**src/hw/rtl/fpli_pkg.sv**
```systemverilog
// package: shared constants, codes and controller/datapath link types
package fpli_pkg;

  localparam int MAX_POINTS_DEF   = 64;
  localparam int CHARGE_BITS_DEF  = 24;
  localparam int VOLTAGE_BITS_DEF = 16;
  localparam int FRAC_BITS        = 16;
  localparam int ACTION_BITS      = 2;
  localparam int STATUS_BITS      = 2;

  typedef enum logic [ACTION_BITS-1:0] {
    ACT_LOAD    = 2'd0,
    ACT_QUERY   = 2'd1,
    ACT_RESTART = 2'd2,
    ACT_NOP     = 2'd3
  } action_t;

  typedef enum logic [STATUS_BITS-1:0] {
    STAT_OK    = 2'd0,
    STAT_EMPTY = 2'd1,
    STAT_BELOW = 2'd2,
    STAT_ABOVE = 2'd3
  } status_t;

  typedef enum logic [1:0] {
    MODE_START = 2'd0,
    MODE_POINT = 2'd1,
    MODE_SEG   = 2'd2
  } walk_mode_t;

  typedef enum logic [1:0] {
    SRC_ZERO   = 2'd0,
    SRC_POINT  = 2'd1,
    SRC_INTERP = 2'd2
  } res_src_t;

  typedef enum logic [3:0] {
    S_IDLE,
    S_START_CHK,
    S_EQ_CHK,
    S_SEG_CHK,
    S_LOOP,
    S_NXT_CHK,
    S_DIV_START,
    S_DIV_RUN,
    S_MUL_START,
    S_MUL_RUN,
    S_APPLY,
    S_FIN
  } fsm_state_t;

  typedef struct packed {
    logic     capture;
    logic     mem_wr;
    logic     rd_en;
    logic     rd_next;
    logic     rd_zero;
    logic     cur_load;
    logic     nxt_load;
    logic     ncc_load;
    logic     cursor_clr;
    logic     cursor_inc;
    logic     walk_clr;
    logic     div_start;
    logic     mul_start;
    logic     res_load;
    res_src_t res_src;
    status_t  res_stat;
    logic     out_load;
  } fpli_cmd_t;

  typedef struct packed {
    logic n_zero;
    logic at_last;
    logic q_lt_rd;
    logic q_eq_rd;
    logic q_lt_ncc;
    logic div_done;
    logic mul_done;
  } fpli_stat_t;

endpackage

```
**src/hw/rtl/fpli_ifs.sv**
```systemverilog
// interfaces: item, result and configuration channels
interface fpli_item_if
  import fpli_pkg::*;
#(
  parameter int MAX_POINTS   = MAX_POINTS_DEF,
  parameter int CHARGE_BITS  = CHARGE_BITS_DEF,
  parameter int VOLTAGE_BITS = VOLTAGE_BITS_DEF
);
  localparam int IDX_BITS = $clog2(MAX_POINTS);

  logic                    valid;
  logic                    ready;
  logic [ACTION_BITS-1:0]  action;
  logic [IDX_BITS-1:0]     point_index;
  logic [CHARGE_BITS-1:0]  charge;
  logic [VOLTAGE_BITS-1:0] voltage;

  modport source (output valid, output action, output point_index, output charge,
                  output voltage, input ready);
  modport sink   (input valid, input action, input point_index, input charge,
                  input voltage, output ready);
endinterface

interface fpli_result_if
  import fpli_pkg::*;
#(
  parameter int VOLTAGE_BITS = VOLTAGE_BITS_DEF
);
  logic                    valid;
  logic                    ready;
  logic [VOLTAGE_BITS-1:0] voltage_out;
  logic [STATUS_BITS-1:0]  status;

  modport source (output valid, output voltage_out, output status, input ready);
  modport sink   (input valid, input voltage_out, input status, output ready);
endinterface

interface fpli_cfg_if
  import fpli_pkg::*;
#(
  parameter int MAX_POINTS = MAX_POINTS_DEF
);
  localparam int CNT_BITS = $clog2(MAX_POINTS + 1);

  logic                valid;
  logic                ready;
  logic [CNT_BITS-1:0] points_in_use;

  modport source (output valid, output points_in_use, input ready);
  modport sink   (input valid, input points_in_use, output ready);
endinterface

```
**src/hw/rtl/fpli_ram.sv**
```systemverilog
// generic single-write, registered-read ram
module fpli_ram #(
  parameter int WIDTH = 8,
  parameter int DEPTH = 64
) (
  input  logic                     clk,
  input  logic                     wr_en,
  input  logic [$clog2(DEPTH)-1:0] wr_addr,
  input  logic [WIDTH-1:0]         wr_data,
  input  logic                     rd_en,
  input  logic [$clog2(DEPTH)-1:0] rd_addr,
  output logic [WIDTH-1:0]         rd_data
);

  logic [WIDTH-1:0] mem [DEPTH];

  always_ff @(posedge clk) begin
    if (wr_en) begin
      mem[wr_addr] <= wr_data;
    end
    if (rd_en) begin
      rd_data <= mem[rd_addr];
    end
  end

endmodule

```
**src/hw/rtl/fpli_ctrl.sv**
```systemverilog
// controller: walk sequencer, walk mode and output handshake
module fpli_ctrl
  import fpli_pkg::*;
(
  input  logic                   clk,
  input  logic                   rst,
  input  logic                   in_valid,
  input  logic [ACTION_BITS-1:0] action,
  output logic                   in_ready,
  output logic                   out_valid,
  input  logic                   out_ready,
  input  fpli_stat_t             stat,
  output fpli_cmd_t              cmd
);

  fsm_state_t state, state_next;
  walk_mode_t mode, mode_next;
  logic       out_full;
  logic       in_fire;
  logic       slot_free;
  action_t    act;

  assign act       = action_t'(action);
  assign in_fire   = in_valid && in_ready;
  assign slot_free = !out_full || out_ready;
  assign out_valid = out_full;

  always_ff @(posedge clk) begin
    if (rst) begin
      state    <= S_IDLE;
      mode     <= MODE_START;
      out_full <= 1'b0;
    end else begin
      state    <= state_next;
      mode     <= mode_next;
      out_full <= (out_full && !out_ready) || cmd.out_load;
    end
  end

  // next state
  always_comb begin
    state_next = state;
    unique case (state)
      S_IDLE: begin
        if (in_fire) begin
          if (act == ACT_QUERY) begin
            unique case (mode)
              MODE_SEG:   state_next = S_SEG_CHK;
              MODE_POINT: state_next = S_EQ_CHK;
              default:    state_next = stat.n_zero ? S_FIN : S_START_CHK;
            endcase
          end else begin
            state_next = S_FIN;
          end
        end
      end
      S_START_CHK: begin
        if (stat.q_lt_rd || stat.q_eq_rd) state_next = S_FIN;
        else                              state_next = S_LOOP;
      end
      S_EQ_CHK:    state_next = stat.q_eq_rd ? S_FIN : S_LOOP;
      S_SEG_CHK: begin
        if (stat.q_lt_ncc)     state_next = S_MUL_START;
        else if (stat.at_last) state_next = S_FIN;
        else                   state_next = S_EQ_CHK;
      end
      S_LOOP:      state_next = stat.at_last ? S_FIN : S_NXT_CHK;
      S_NXT_CHK: begin
        if (stat.q_lt_rd)      state_next = S_DIV_START;
        else if (stat.q_eq_rd) state_next = S_FIN;
        else                   state_next = S_LOOP;
      end
      S_DIV_START: state_next = S_DIV_RUN;
      S_DIV_RUN:   state_next = stat.div_done ? S_MUL_START : S_DIV_RUN;
      S_MUL_START: state_next = S_MUL_RUN;
      S_MUL_RUN:   state_next = stat.mul_done ? S_APPLY : S_MUL_RUN;
      S_APPLY:     state_next = S_FIN;
      S_FIN:       state_next = slot_free ? S_IDLE : S_FIN;
      default:     state_next = S_IDLE;
    endcase
  end

  // walk mode
  always_comb begin
    mode_next = mode;
    unique case (state)
      S_IDLE:      if (in_fire && act == ACT_RESTART) mode_next = MODE_START;
      S_START_CHK: if (!stat.q_lt_rd && stat.q_eq_rd) mode_next = MODE_POINT;
      S_EQ_CHK:    if (stat.q_eq_rd) mode_next = MODE_POINT;
      S_SEG_CHK:   if (!stat.q_lt_ncc && stat.at_last) mode_next = MODE_POINT;
      S_LOOP:      if (stat.at_last) mode_next = MODE_POINT;
      S_NXT_CHK: begin
        if (stat.q_lt_rd)      mode_next = MODE_SEG;
        else if (stat.q_eq_rd) mode_next = MODE_POINT;
      end
      default: ;
    endcase
  end

  // outputs
  always_comb begin
    cmd          = '0;
    cmd.res_src  = SRC_ZERO;
    cmd.res_stat = STAT_OK;
    in_ready     = 1'b0;
    unique case (state)
      S_IDLE: begin
        in_ready = 1'b1;
        if (in_fire) begin
          cmd.capture = 1'b1;
          unique case (act)
            ACT_LOAD: begin
              cmd.mem_wr   = 1'b1;
              cmd.res_load = 1'b1;
            end
            ACT_RESTART: begin
              cmd.cursor_clr = 1'b1;
              cmd.walk_clr   = 1'b1;
              cmd.res_load   = 1'b1;
            end
            ACT_NOP: cmd.res_load = 1'b1;
            ACT_QUERY: begin
              unique case (mode) inside
                MODE_SEG, MODE_POINT: cmd.rd_en = 1'b1;
                default: begin
                  cmd.cursor_clr = 1'b1;
                  if (stat.n_zero) begin
                    cmd.res_load = 1'b1;
                    cmd.res_stat = STAT_EMPTY;
                  end else begin
                    cmd.rd_en   = 1'b1;
                    cmd.rd_zero = 1'b1;
                  end
                end
              endcase
            end
            default: ;
          endcase
        end
      end
      S_START_CHK: begin
        cmd.cur_load = 1'b1;
        if (stat.q_lt_rd) begin
          cmd.res_load = 1'b1;
          cmd.res_stat = STAT_BELOW;
        end else if (stat.q_eq_rd) begin
          cmd.res_load = 1'b1;
          cmd.res_src  = SRC_POINT;
        end
      end
      S_EQ_CHK: begin
        cmd.cur_load = 1'b1;
        if (stat.q_eq_rd) begin
          cmd.res_load = 1'b1;
          cmd.res_src  = SRC_POINT;
        end
      end
      S_SEG_CHK: begin
        cmd.cur_load = 1'b1;
        if (!stat.q_lt_ncc) begin
          if (stat.at_last) begin
            cmd.res_load = 1'b1;
            cmd.res_stat = STAT_ABOVE;
          end else begin
            cmd.cursor_inc = 1'b1;
            cmd.rd_en      = 1'b1;
            cmd.rd_next    = 1'b1;
          end
        end
      end
      S_LOOP: begin
        if (stat.at_last) begin
          cmd.res_load = 1'b1;
          cmd.res_stat = STAT_ABOVE;
        end else begin
          cmd.rd_en   = 1'b1;
          cmd.rd_next = 1'b1;
        end
      end
      S_NXT_CHK: begin
        cmd.nxt_load = 1'b1;
        if (stat.q_lt_rd) begin
          cmd.ncc_load = 1'b1;
        end else begin
          cmd.cursor_inc = 1'b1;
          cmd.cur_load   = 1'b1;
          if (stat.q_eq_rd) begin
            cmd.res_load = 1'b1;
            cmd.res_src  = SRC_POINT;
          end
        end
      end
      S_DIV_START: cmd.div_start = 1'b1;
      S_MUL_START: cmd.mul_start = 1'b1;
      S_APPLY: begin
        cmd.res_load = 1'b1;
        cmd.res_src  = SRC_INTERP;
      end
      S_FIN:   cmd.out_load = slot_free;
      default: ;
    endcase
  end

`ifndef NO_ASSERTIONS
  a_out_from_fin: assert property (@(posedge clk) disable iff (rst)
    $rose(out_full) |-> $past(state) == S_FIN)
    else $error("result slot filled outside the finish state");

  a_seg_entry: assert property (@(posedge clk) disable iff (rst)
    (mode == MODE_SEG && $past(mode) != MODE_SEG) |-> $past(state) == S_NXT_CHK)
    else $error("segment mode entered without a right point check");

  a_apply_units_idle: assert property (@(posedge clk) disable iff (rst)
    state == S_APPLY |-> (stat.div_done && stat.mul_done))
    else $error("interpolation applied while an arithmetic unit is busy");
`endif

endmodule

```
**src/hw/rtl/fpli_dp.sv**
```systemverilog
// datapath: curve rams, cursor, slope divider, offset multiplier, result regs
module fpli_dp
  import fpli_pkg::*;
#(
  parameter int MAX_POINTS   = MAX_POINTS_DEF,
  parameter int CHARGE_BITS  = CHARGE_BITS_DEF,
  parameter int VOLTAGE_BITS = VOLTAGE_BITS_DEF,
  localparam int IDX_BITS    = $clog2(MAX_POINTS),
  localparam int CNT_BITS    = $clog2(MAX_POINTS + 1)
) (
  input  logic                    clk,
  input  logic                    rst,
  input  fpli_cmd_t               cmd,
  output fpli_stat_t              stat,
  input  logic [IDX_BITS-1:0]     point_index,
  input  logic [CHARGE_BITS-1:0]  charge,
  input  logic [VOLTAGE_BITS-1:0] voltage,
  input  logic                    cfg_valid,
  input  logic [CNT_BITS-1:0]     cfg_points,
  output logic [VOLTAGE_BITS-1:0] voltage_out,
  output logic [STATUS_BITS-1:0]  status
);

  localparam int SLOPE_BITS = VOLTAGE_BITS + FRAC_BITS;
  localparam int PROD_BITS  = CHARGE_BITS + SLOPE_BITS;
  localparam int SH_BITS    = PROD_BITS - FRAC_BITS;
  localparam int DCNT_BITS  = $clog2(SLOPE_BITS + 1);
  localparam int MCNT_BITS  = $clog2(CHARGE_BITS + 1);

  logic [CNT_BITS-1:0]     piu;
  logic [CNT_BITS-1:0]     n_eff;
  logic [IDX_BITS-1:0]     cursor;
  logic [IDX_BITS-1:0]     rd_addr;
  logic                    wr_ok;
  logic [CHARGE_BITS-1:0]  rd_charge;
  logic [VOLTAGE_BITS-1:0] rd_volt;
  logic [CHARGE_BITS-1:0]  q_reg;
  logic [CHARGE_BITS-1:0]  cur_c, nxt_c, ncc;
  logic [VOLTAGE_BITS-1:0] cur_v, nxt_v;
  logic                    at_last;

  // divider
  logic                    div_busy;
  logic [DCNT_BITS-1:0]    div_cnt;
  logic [CHARGE_BITS-1:0]  div_rem;
  logic [CHARGE_BITS-1:0]  div_den;
  logic [SLOPE_BITS-1:0]   div_quo;
  logic                    slope_neg;
  logic [CHARGE_BITS:0]    rem_sh;
  logic                    rem_ge;
  logic                    dv_neg;
  logic [VOLTAGE_BITS-1:0] dv_mag;

  // multiplier
  logic                    mul_busy;
  logic [MCNT_BITS-1:0]    mul_cnt;
  logic [PROD_BITS-1:0]    mul_p;
  logic                    prod_neg;
  logic                    off_neg;
  logic [CHARGE_BITS-1:0]  off_mag;
  logic [SLOPE_BITS:0]     mul_add;

  // saturation
  logic [SH_BITS-1:0]      shifted;
  logic [SH_BITS:0]        up_sum;
  logic [VOLTAGE_BITS-1:0] interp_v;

  logic [VOLTAGE_BITS-1:0] res_v;
  status_t                 res_st;

  assign wr_ok = cmd.mem_wr && (CNT_BITS'(point_index) < CNT_BITS'(MAX_POINTS));

  always_comb begin
    if (cmd.rd_zero)      rd_addr = '0;
    else if (cmd.rd_next) rd_addr = cursor + IDX_BITS'(1);
    else                  rd_addr = cursor;
  end

  fpli_ram #(.WIDTH(CHARGE_BITS), .DEPTH(MAX_POINTS)) u_charge_ram (
    .clk     (clk),
    .wr_en   (wr_ok),
    .wr_addr (point_index),
    .wr_data (charge),
    .rd_en   (cmd.rd_en),
    .rd_addr (rd_addr),
    .rd_data (rd_charge)
  );

  fpli_ram #(.WIDTH(VOLTAGE_BITS), .DEPTH(MAX_POINTS)) u_volt_ram (
    .clk     (clk),
    .wr_en   (wr_ok),
    .wr_addr (point_index),
    .wr_data (voltage),
    .rd_en   (cmd.rd_en),
    .rd_addr (rd_addr),
    .rd_data (rd_volt)
  );

  assign n_eff   = (piu > CNT_BITS'(MAX_POINTS)) ? CNT_BITS'(MAX_POINTS) : piu;
  assign at_last = (CNT_BITS'(cursor) + CNT_BITS'(1)) >= n_eff;

  assign stat.n_zero   = (n_eff == '0);
  assign stat.at_last  = at_last;
  assign stat.q_lt_rd  = q_reg < rd_charge;
  assign stat.q_eq_rd  = q_reg == rd_charge;
  assign stat.q_lt_ncc = q_reg < ncc;
  assign stat.div_done = !div_busy;
  assign stat.mul_done = !mul_busy;

  // walk registers
  always_ff @(posedge clk) begin
    if (rst) begin
      piu    <= '0;
      cursor <= '0;
      ncc    <= '0;
    end else begin
      if (cfg_valid)           piu <= cfg_points;
      if (cmd.cursor_clr)      cursor <= '0;
      else if (cmd.cursor_inc) cursor <= cursor + IDX_BITS'(1);
      if (cmd.walk_clr)        ncc <= '0;
      else if (cmd.ncc_load)   ncc <= rd_charge;
    end
  end

  always_ff @(posedge clk) begin
    if (cmd.capture) q_reg <= charge;
    if (cmd.cur_load) begin
      cur_c <= rd_charge;
      cur_v <= rd_volt;
    end
    if (cmd.nxt_load) begin
      nxt_c <= rd_charge;
      nxt_v <= rd_volt;
    end
  end

  // slope: restoring division of |dv| << 16 by dq, one quotient bit a cycle
  assign dv_neg = nxt_v < cur_v;
  assign dv_mag = dv_neg ? (cur_v - nxt_v) : (nxt_v - cur_v);
  assign rem_sh = {div_rem, div_quo[SLOPE_BITS-1]};
  assign rem_ge = rem_sh >= {1'b0, div_den};

  always_ff @(posedge clk) begin
    if (rst) begin
      div_busy  <= 1'b0;
      div_cnt   <= '0;
      div_quo   <= '0;
      slope_neg <= 1'b0;
    end else if (cmd.walk_clr) begin
      div_busy  <= 1'b0;
      div_quo   <= '0;
      slope_neg <= 1'b0;
    end else if (cmd.div_start) begin
      if (nxt_c > cur_c) begin
        div_busy  <= 1'b1;
        div_cnt   <= DCNT_BITS'(SLOPE_BITS);
        div_rem   <= '0;
        div_den   <= nxt_c - cur_c;
        div_quo   <= {dv_mag, {FRAC_BITS{1'b0}}};
        slope_neg <= dv_neg;
      end else begin
        div_busy  <= 1'b0;
        div_quo   <= '0;
        slope_neg <= 1'b0;
      end
    end else if (div_busy) begin
      div_rem <= rem_ge ? CHARGE_BITS'(rem_sh - {1'b0, div_den})
                        : rem_sh[CHARGE_BITS-1:0];
      div_quo <= {div_quo[SLOPE_BITS-2:0], rem_ge};
      div_cnt <= div_cnt - DCNT_BITS'(1);
      if (div_cnt == DCNT_BITS'(1)) div_busy <= 1'b0;
    end
  end

  // offset times slope magnitude, shift-add over the offset bits
  assign off_neg = q_reg < cur_c;
  assign off_mag = off_neg ? (cur_c - q_reg) : (q_reg - cur_c);
  assign mul_add = {1'b0, mul_p[PROD_BITS-1:CHARGE_BITS]}
                 + (mul_p[0] ? {1'b0, div_quo} : {(SLOPE_BITS+1){1'b0}});

  always_ff @(posedge clk) begin
    if (rst) begin
      mul_busy <= 1'b0;
      mul_cnt  <= '0;
    end else if (cmd.mul_start) begin
      mul_busy <= 1'b1;
      mul_cnt  <= MCNT_BITS'(CHARGE_BITS);
      mul_p    <= {{SLOPE_BITS{1'b0}}, off_mag};
      prod_neg <= off_neg ^ slope_neg;
    end else if (mul_busy) begin
      mul_p   <= {mul_add, mul_p[CHARGE_BITS-1:1]};
      mul_cnt <= mul_cnt - MCNT_BITS'(1);
      if (mul_cnt == MCNT_BITS'(1)) mul_busy <= 1'b0;
    end
  end

  // truncate toward zero, add to the left voltage, clamp
  assign shifted = mul_p[PROD_BITS-1:FRAC_BITS];
  assign up_sum  = {1'b0, shifted} + (SH_BITS+1)'(cur_v);

  always_comb begin
    if (!prod_neg) begin
      interp_v = (up_sum[SH_BITS:VOLTAGE_BITS] != '0) ? '1 : up_sum[VOLTAGE_BITS-1:0];
    end else begin
      interp_v = (shifted > SH_BITS'(cur_v)) ? '0 : (cur_v - shifted[VOLTAGE_BITS-1:0]);
    end
  end

  always_ff @(posedge clk) begin
    if (cmd.res_load) begin
      res_st <= cmd.res_stat;
      case (cmd.res_src)
        SRC_POINT:  res_v <= rd_volt;
        SRC_INTERP: res_v <= interp_v;
        default:    res_v <= '0;
      endcase
    end
    if (cmd.out_load) begin
      voltage_out <= res_v;
      status      <= res_st;
    end
  end

`ifndef NO_ASSERTIONS
  a_rd_next_range: assert property (@(posedge clk) disable iff (rst)
    (cmd.rd_en && cmd.rd_next) |-> !at_last)
    else $error("read of the next point beyond the usable points");

  a_cursor_range: assert property (@(posedge clk) disable iff (rst)
    cmd.cursor_inc |-> !at_last)
    else $error("cursor stepped past the last usable point");

  a_units_exclusive: assert property (@(posedge clk) disable iff (rst)
    !(div_busy && mul_busy))
    else $error("divider and multiplier busy together");
`endif

endmodule

```
**src/hw/rtl/forward_piecewise_linear_interpolator.sv**
```systemverilog
// top level: forward-walking piecewise linear interpolator over a discharge curve
//
//  channel  role    beat carries                          taken when
//  item     sink    action, point_index, charge, voltage  item.valid & item.ready
//  result   source  voltage_out, status                   result.valid & result.ready
//  cfg      sink    points_in_use                         cfg.valid (ready always high)
//
// one item at a time; every item gives exactly one result beat
// load, restart and no-op items go straight to the finish state, which moves the result
//   into the output register once the result slot is free
// query: a hit on the current point is settled by a single point check, and each point
//   stepped over adds a walk step; a query inside the cached segment runs the serial
//   multiplier, and entering a new segment first runs the bit-serial slope divider
// curve memories need no clearing after reset; a stalled result holds in the
//   output register and a new item can be taken while it waits
module forward_piecewise_linear_interpolator
  import fpli_pkg::*;
#(
  parameter int MAX_POINTS   = MAX_POINTS_DEF,
  parameter int CHARGE_BITS  = CHARGE_BITS_DEF,
  parameter int VOLTAGE_BITS = VOLTAGE_BITS_DEF
) (
  input logic         clk,
  input logic         rst,
  fpli_item_if.sink   item,
  fpli_result_if.source result,
  fpli_cfg_if.sink    cfg
);

  fpli_cmd_t  cmd;
  fpli_stat_t stat;

  // the register port never stalls
  assign cfg.ready = 1'b1;

  // sequencer: owns the walk mode and both handshakes
  fpli_ctrl u_ctrl (
    .clk       (clk),
    .rst       (rst),
    .in_valid  (item.valid),
    .action    (item.action),
    .in_ready  (item.ready),
    .out_valid (result.valid),
    .out_ready (result.ready),
    .stat      (stat),
    .cmd       (cmd)
  );

  // curve storage, cursor, slope cache and arithmetic
  fpli_dp #(
    .MAX_POINTS   (MAX_POINTS),
    .CHARGE_BITS  (CHARGE_BITS),
    .VOLTAGE_BITS (VOLTAGE_BITS)
  ) u_dp (
    .clk         (clk),
    .rst         (rst),
    .cmd         (cmd),
    .stat        (stat),
    .point_index (item.point_index),
    .charge      (item.charge),
    .voltage     (item.voltage),
    .cfg_valid   (cfg.valid),
    .cfg_points  (cfg.points_in_use),
    .voltage_out (result.voltage_out),
    .status      (result.status)
  );

endmodule

```
**src/flat_wrapper.sv**
```systemverilog
// flat-port wrapper written by rule: the top's interface ports become plain ports
module forward_piecewise_linear_interpolator_flat import fpli_pkg::*;
#(
  parameter int MAX_POINTS   = MAX_POINTS_DEF,
  parameter int CHARGE_BITS  = CHARGE_BITS_DEF,
  parameter int VOLTAGE_BITS = VOLTAGE_BITS_DEF
)
  (clk, rst, item_valid, item_action, item_point_index, item_charge, item_voltage, item_ready, result_valid, result_voltage_out, result_status, result_ready, cfg_valid, cfg_points_in_use, cfg_ready);
  fpli_item_if #(.MAX_POINTS(MAX_POINTS), .CHARGE_BITS(CHARGE_BITS), .VOLTAGE_BITS(VOLTAGE_BITS)) item_i ();
  fpli_result_if #(.VOLTAGE_BITS(VOLTAGE_BITS)) result_i ();
  fpli_cfg_if #(.MAX_POINTS(MAX_POINTS)) cfg_i ();
  input logic clk;
  input logic rst;
  input wire logic [$bits(item_i.valid)-1:0] item_valid;
  input wire logic [$bits(item_i.action)-1:0] item_action;
  input wire logic [$bits(item_i.point_index)-1:0] item_point_index;
  input wire logic [$bits(item_i.charge)-1:0] item_charge;
  input wire logic [$bits(item_i.voltage)-1:0] item_voltage;
  output wire logic [$bits(item_i.ready)-1:0] item_ready;
  output wire logic [$bits(result_i.valid)-1:0] result_valid;
  output wire logic [$bits(result_i.voltage_out)-1:0] result_voltage_out;
  output wire logic [$bits(result_i.status)-1:0] result_status;
  input wire logic [$bits(result_i.ready)-1:0] result_ready;
  input wire logic [$bits(cfg_i.valid)-1:0] cfg_valid;
  input wire logic [$bits(cfg_i.points_in_use)-1:0] cfg_points_in_use;
  output wire logic [$bits(cfg_i.ready)-1:0] cfg_ready;
  assign item_i.valid = item_valid;
  assign item_i.action = item_action;
  assign item_i.point_index = item_point_index;
  assign item_i.charge = item_charge;
  assign item_i.voltage = item_voltage;
  assign item_ready = item_i.ready;
  assign result_valid = result_i.valid;
  assign result_voltage_out = result_i.voltage_out;
  assign result_status = result_i.status;
  assign result_i.ready = result_ready;
  assign cfg_i.valid = cfg_valid;
  assign cfg_i.points_in_use = cfg_points_in_use;
  assign cfg_ready = cfg_i.ready;
  forward_piecewise_linear_interpolator #(.MAX_POINTS(MAX_POINTS), .CHARGE_BITS(CHARGE_BITS), .VOLTAGE_BITS(VOLTAGE_BITS)) u_core (.clk(clk), .rst(rst), .item(item_i), .result(result_i), .cfg(cfg_i));
endmodule
```
**config.mk**
```make
export PLATFORM = sky130hd
export DESIGN_NAME = forward_piecewise_linear_interpolator_flat
export DESIGN_NICKNAME = d
export VERILOG_FILES = /design/src/hw/rtl/fpli_pkg.sv /design/src/hw/rtl/fpli_ifs.sv /design/src/hw/rtl/fpli_ram.sv /design/src/hw/rtl/fpli_ctrl.sv /design/src/hw/rtl/fpli_dp.sv /design/src/hw/rtl/forward_piecewise_linear_interpolator.sv /design/src/flat_wrapper.sv
export SDC_FILE = /design/constraint.sdc
export NUM_CORES = 2
export LEC_CHECK = 0
export ABC_AREA = 1
export BUFFER_PORTS_ARGS = -buffer_cell sky130_fd_sc_hd__buf_2
export CORE_MARGIN = 2
export CORE_UTILIZATION = 35
export CTS_CLUSTER_SIZE = 20
export DETAILED_ROUTE_END_ITERATION = 8
export REMOVE_ABC_BUFFERS = 1
export SLEW_MARGIN = 5
export SYNTH_ARGS = -nofsm -noshare
export SYNTH_HDL_FRONTEND = slang
export SYNTH_SLANG_ARGS = --single-unit
```
**constraint.sdc**
```tcl
create_clock -name clk -period 8.7 [get_ports clk]
set_input_delay 0 -clock clk [delete_from_list [all_inputs] [get_ports clk]]
set_output_delay 0 -clock clk [all_outputs]
set_load 0.01 [all_outputs]
```
* Yosys cells after proc, flatten, opt, wreduce, memory -nomap -nowiden
Memories as Yosys holds them, arrays and structs flattened. A register that Yosys moved wholly into a read port is not among the register bits.
Index checks and enable logic that the tools add are counted.
** Storage, ports and cells
- Word-level logic and storage cells :: 219
- Output and inout port bits :: 21
- Register bits :: 335
- Input bits :: 60
- Memories :: 2
- RAM bits :: 2560
** Cells by class
- Bitwise gates (word level) :: 3
- Eq/ne operators :: 27
- Reductions and logical operators :: 31
- Add/sub/neg operators :: 13
- Multiplexer cells :: 107
- Order comparisons :: 9
** Memories
- u_core.u_dp.u_charge_ram.mem :: words 64, bits a word 24, read ports 1, clocked after memory_dff 1, wr ports 1, RTL line fpli_ram.sv:15 : logic [WIDTH-1:0] mem [DEPTH];
- u_core.u_dp.u_volt_ram.mem :: words 64, bits a word 16, read ports 1, clocked after memory_dff 1, wr ports 1, RTL line fpli_ram.sv:15
** Operators with widths (number)
- $mux 24 :: 6
- $mux 32 :: 4
- $sub 24x24->24 :: 4
- $lt 24x24->1 :: 3
- $mux 16 :: 4
- $mux 56 :: 1
- $pmux 4 s12 :: 1
- $sub 16x16->16 :: 3
- $mux 4 :: 11
- $mux 1 :: 42
- $add 40x16->41 :: 1
- $gt 40x16->1 :: 1
- $add 32x32->33 :: 1
- $pmux 16 s2 :: 1
- $mux 2 :: 15
- $mux 6 :: 5
- $ge 25x24->1 :: 1
- $reduce_bool 25->1 :: 1
- $eq 24x24->1 :: 1
- $gt 24x24->1 :: 1
- $eq 4x3->1 const B :: 4
- $eq 4x4->1 const B :: 4
- $lt 16x16->1 :: 1
- $pmux 2 s4 :: 2
- other kinds (37) :: 72

* Longest topological paths before layout
- Word-level depth :: 10
- Depth in mapped cells :: 25
- Depth with buffers taken out :: 22

* Cells and area by module
A second synthesis with hierarchy kept.
** Second synthesis, totals
- Cell total of the unflattened synthesis :: 12147
- Area, all modules :: 131351.0 sq um
** By module, submodules not included
- fpli_ram at u_core.u_dp.u_charge_ram :: area an instance 63053.0 sq um, cells an instance 5248, sequential area each 46844.9 sq um, instances 1
- fpli_ram at u_core.u_dp.u_volt_ram :: area an instance 42259.3 sq um, cells an instance 3517, sequential area each 31230.0 sq um, instances 1
- fpli_dp :: area an instance 25065.3 sq um, cells an instance 3211, sequential area each 9018.6 sq um, instances 1
- fpli_ctrl :: area an instance 962.2 sq um, cells an instance 169, sequential area each 140.1 sq um, instances 1
- forward_piecewise_linear_interpolator :: area an instance 11.3 sq um, cells an instance 2, sequential area each 0.0 sq um, instances 1

* Worst setup path after synthesis
OpenSTA, ideal clock, no wires.
- Path kind :: reg-to-reg
- From :: register u_core.u_ctrl.state[0]
- To :: register u_core.u_dp.cur_c[0], enable pin
- Path slack :: 3.930 ns
- Data arrival time :: 4.277 ns
- Stages on the path, launching flop included :: 7
- Clock period less this slack :: 4.770 ns
- Data required time :: 8.207 ns
- Cell sequence :: dfxtp_1 -> inv_1 -> nor2_1 -> inv_1 -> nor2_1 -> nand2_1 -> o21ai_0
** RTL lines
- from (decl) :: RTL line fpli_ctrl.sv:16 : fsm_state_t state, state_next;
- from (signal assigned) :: RTL line fpli_ctrl.sv:34 : state <= state_next;
- to (signal assigned) :: RTL line fpli_dp.sv:128 : cur_c <= rd_charge;
- to (decl) :: RTL line fpli_dp.sv:38 : logic [CHARGE_BITS-1:0] cur_c, nxt_c, ncc;

* Final worst setup path
- From :: register u_core.u_dp.cursor[0]
- To :: register u_core.u_dp.u_charge_ram.rd_data[14], read port of u_core.u_dp.u_charge_ram.mem (data pin)
** Between the ends
- Cells in the longest elaborated chain, start to end :: 7
** RTL lines
- from (decl) :: RTL line fpli_dp.sv:32 : logic [IDX_BITS-1:0] cursor;
- from (signal assigned) :: RTL line fpli_dp.sv:119 : else if (cmd.cursor_inc) cursor <= cursor + IDX_BITS'(1);
- $add 6x1->7 :: RTL line fpli_dp.sv:100 : assign at_last = (CNT_BITS'(cursor) + CNT_BITS'(1)) >= n_eff;
- $ge 7x7->1 :: RTL line fpli_dp.sv:100
- $mux 2 :: RTL line fpli_ctrl.sv:161, fpli_ctrl.sv:172
- $mux 2 :: RTL line fpli_ctrl.sv:160 : if (!stat.q_lt_ncc) begin
- $pmux 1 s2 :: RTL line fpli_ctrl.sv:106 : unique case (state)
- $mux 6 :: RTL line fpli_dp.sv:75 : else if (cmd.rd_next) rd_addr = cursor + IDX_BITS'(1);
- $mux 6 :: RTL line fpli_dp.sv:74 : if (cmd.rd_zero) rd_addr = '0;
- to (decl) :: RTL line fpli_ram.sv:12 : output logic [WIDTH-1:0] rd_data
Several ways; a longest one is shown, not always the timed one.
A chain may end at the register's enable or synchronous reset.

==> impl_metrics.json <==
{
  "outcome": "completed",
  "cp.arrival_ns": 7.26,
  "die_w_um": 635,
  "layout_min_cycle_time_ns": 6.55,
  "finalPower_mw": 43.0,
  "die-area_um2": 403000,
  "antenna_left": 0,
  "synthArstFlopShare_pct": 0,
  "end_kind": "flop",
  "max-slew-margin-rel_pct": 10.3,
  "portBuffers": 79,
  "swShare_pct": 36.4,
  "grt_overflow_total": 0,
  "min_period_over_period_pct": 75.3,
  "vias": 101000,
  "numCtsBuffers": 315,
  "gp_congestion": 0.901,
  "drive_gt1_share_pct": 5.96,
  "ys_types": 60,
  "regArea_um2": 87200,
  "crit_end": "u_core.u_dp.u_charge_ram.rd_data[14]",
  "power_frac_seq_pct": 38.7,
  "post_layout_nonfiller_instances": 19100,
  "ys_seq_elements": 2935,
  "r2r_slack_ns": 2.15,
  "fin_nets": 14000,
  "p_leak_nw": 63.6,
  "firstDrtPassIters": 6,
  "fin_util_pct": 39.3,
  "cts-root-buf": "clkbuf_16",
  "final_cell_mix": "2845 x edfxtp_1, 2656 x inv_1, 2251 x nand2_1",
  "first_global_vias": 93500,
  "viasPerCell": 5.29,
  "rsz0062_at_grt": "false",
  "ctsResizeCount": 0,
  "clk_latency_ns": 0.95,
  "critPathRequiredTime_ns": 9.41,
  "clock_skew_ns": 0.0900,
  "comb_power_share_pct": 30.5,
  "start_util_pct": 35.1,
  "startpoint_type": "flop",
  "r2r_start": "u_core.u_dp.cursor[0]",
  "holdCritPathClass": "primary input to flop",
  "postSynthAreaPerCell_um2": 10.1,
  "multi_input_area_um2": 38700,
  "ys_warn_count": 0,
  "antenna_found_initial": 24,
  "grt_max_degree": 195,
  "fmax_ghz": 0.153,
  "grt_pass1_wl_mm": 624,
  "cts_max_level": 5,
  "peakVddDrop_mv": 0.308,
  "area_delta_synth_final_pct": 11.9,
  "cts_tree": "yes",
  "worst_pin_slew_ns": 1.35,
  "reg2reg_depth": 21,
  "syn_area_um2": 139000,
  "p_int_mw": 27.4,
  "p_switching_mw": 15.6,
  "wire_per_inst_um": 22.2,
  "grt.total_usage_pct": 20.5,
  "setup_violations": 0,
  "dp.cells": 18500,
  "synth-edff-count": 2845,
  "die_h_um": 635,
  "final_common_cell": "edfxtp_1",
  "rows": 231,
  "coreArea_um2": 396000,
  "largest_register_ffs": 1536,
  "drc": 0,
  "crit_type": "flop to flop",
  "p_clk_share_pct": 30.9,
  "cp_max_fo": 135,
  "finalHoldViolCount": 0,
  "maxCapViolations": 0,
  "clock-sinks": 2935,
  "p_per_area_nw_per_um2": 276,
  "drt-initial-drc-count": 12300,
  "cts_buffer_depth": 4,
  "clk_pin_slew_ns": 0.06,
  "seq_area_frac_synth_pct": 62.7,
  "critPathLaunch": "u_core.u_dp.cursor[0]",
  "largestRegisters": "u_core.u_dp.u_charge_ram.mem: 1536 flops, u_core.u_dp.u_volt_ram.mem: 1024 flops, u_core.u_dp.mul_p: 56 flops",
  "wl_mm": 425,
  "largest_register": "u_core.u_dp.u_charge_ram.mem",
  "hpwlAfterDp_mm": 226,
  "nFillCells": 38300,
  "drv_slew": 0,
  "pin_count": 81,
  "rr_endpoint": "u_core.u_dp.u_charge_ram.rd_data[14]",
  "syn_inst": 13800,
  "synthFlopType": "edfxtp_1"
}
## cells by family (layout without fill, tap and decap cells)
group	count (synthesis)	in the layout	synth area share (%)
buf+inv	3502	3587	9.90
simple gates	5737	5737	19.2
flops	2935	2935	62.7
other cells	1	8	0.00270
compound gates	1245	1245	4.89
xor+xnor	114	114	0.718
fa+ha+maj	279	279	2.56
## layout make-up
| type | count | share of cell area [%] |
|---|---|---|
| Inverter | 2674 | 6.47 |
| Antenna cell | 7 | 0.0113 |
| Sequential cell | 2935 | 56.0 |
| Multi-Input combinational cell | 7376 | 24.9 |
| Clock buffer | 392 | 5.30 |
| Timing Repair Buffer | 354 | 1.96 |
| Clock inverter | 167 | 1.11 |
| Tap cell | 5242 | 4.21 |
## metrics by stage
| step | setup TNS, ns | hold WS, ns | instance area [µm²] | setup WS, ns |
|---|---|---|---|---|
| 4_1_cts | 0 | 0.0311 | 156000 | 2.24 |
| 2_1_floorplan | -1302.49 | 0.0691 | 135000 | -32.58 |
| 6_report | 0 | 0.122 | 156000 | 2.15 |
| 3_5_place_dp | 0 | 0.245 | 145000 | 2.30 |
| 3_3_place_gp | 0 | 0.247 | 145000 | 2.29 |
| 5_1_grt | 0 | 0.121 | 156000 | 1.81 |
## critical path: stages (launching register included)
cell and delay, ns:
dfxtp_1 0.55, nand3_1 0.18, nand3b_1 0.20, xor2_1 0.18
inv_1 0.09, ha_1 0.30, nand2_1 0.06, nor2_1 0.05
a21oi_1 0.12, o21ai_1 0.08, nor2_1 0.25, nand2_1 0.27
nand3b_1 0.24, nand3_4 0.63, inv_8 1.02, buf_12 0.67
nand3_1 0.16, nand3_1 0.10, nand3_1 0.11, nand3_1 0.20
nand3_1 0.41, nand2_1 0.29
## worst min-delay path by stage
stage,slack [ns],cells after the start,from,end
after floorplan,0.07,1,rst,u_core.u_dp.div_cnt[5]
after global placement,0.25,3,cfg_points_in_use[3],u_core.u_dp.piu[3]
after detailed placement,0.25,3,cfg_points_in_use[1],u_core.u_dp.piu[1]
after CTS,0.03,5,result_ready,u_core.u_ctrl.out_valid
after global routing,0.12,3,item_point_index[3],u_core.u_dp.u_volt_ram.mem[9][1]
final,0.12,3,item_point_index[4],u_core.u_dp.u_volt_ram.mem[19][2]
## synth_stat cells (4+ instances only)
| cell type | number | area (µm²) |
|---|---|---|
| buf_6 | 18 | 203 |
| o21ai_1 | 207 | 1040 |
| a21oi_1 | 401 | 2010 |
| buf_1 | 85 | 319 |
| o31ai_1 | 6 | 45.0 |
| xor2_1 | 73 | 639 |
| clkbuf_1 | 414 | 1550 |
| fa_1 | 9 | 180 |
| nor2_4 | 4 | 45.0 |
| nor2_1 | 304 | 1140 |
| dfxtp_1 | 90 | 1800 |
| nor3_1 | 38 | 190 |
| a31oi_1 | 64 | 400 |
| o21ai_0 | 398 | 1990 |
| inv_1 | 2657 | 9970 |
| o21bai_1 | 13 | 97.6 |
| o211ai_1 | 49 | 368 |
| nand3_1 | 2189 | 11000 |
| a211oi_1 | 12 | 90.1 |
| nor4_1 | 8 | 50.1 |
| a21boi_0 | 13 | 97.6 |
| buf_2 | 268 | 1340 |
| buf_4 | 40 | 300 |
| nand4_1 | 912 | 5710 |
| xnor2_1 | 41 | 359 |
| nand3b_1 | 6 | 45.0 |
| inv_2 | 14 | 52.6 |
| a221oi_1 | 8 | 70.1 |
| a21o_1 | 20 | 150 |
| nand2_1 | 2251 | 8450 |
| or2_2 | 12 | 75.1 |
| edfxtp_1 | 2845 | 85400 |
| o221ai_1 | 5 | 43.8 |
| o21a_1 | 27 | 203 |
| ha_1 | 270 | 3380 |
| and2_1 | 4 | 25.0 |
| o311ai_0 | 6 | 52.6 |
## power by group through the flow
stage          clock [mW]  combinational [mW]  sequential (mW)
2_1_floorplan           0                8.74             16.6
3_3_place_gp            0                12.8             16.9
3_5_place_dp            0                12.8             16.9
4_1_cts              13.5                12.9             16.6
5_1_grt              14.0                14.4             16.7
6_report             13.3                13.1             16.6
## what timing repair did
item / CTS / global route
hold buffers: 79 / 0
setup buffers: 0 / 0
hold endpoints to repair: 2685 / 0
## layer usage
metal	share of wire (%)	up-vias	wire length [µm]	global-route usage, %
li1	-	46700	-	-
met1	43	49100	181000	28.9
met2	45	4583	190000	32.0
met3	9.3	791	39700	3.62
met4	3.1	20	13300	6.33
met5	0.031	-	132	0
Note: power is estimated with default switching activity, not from simulation.
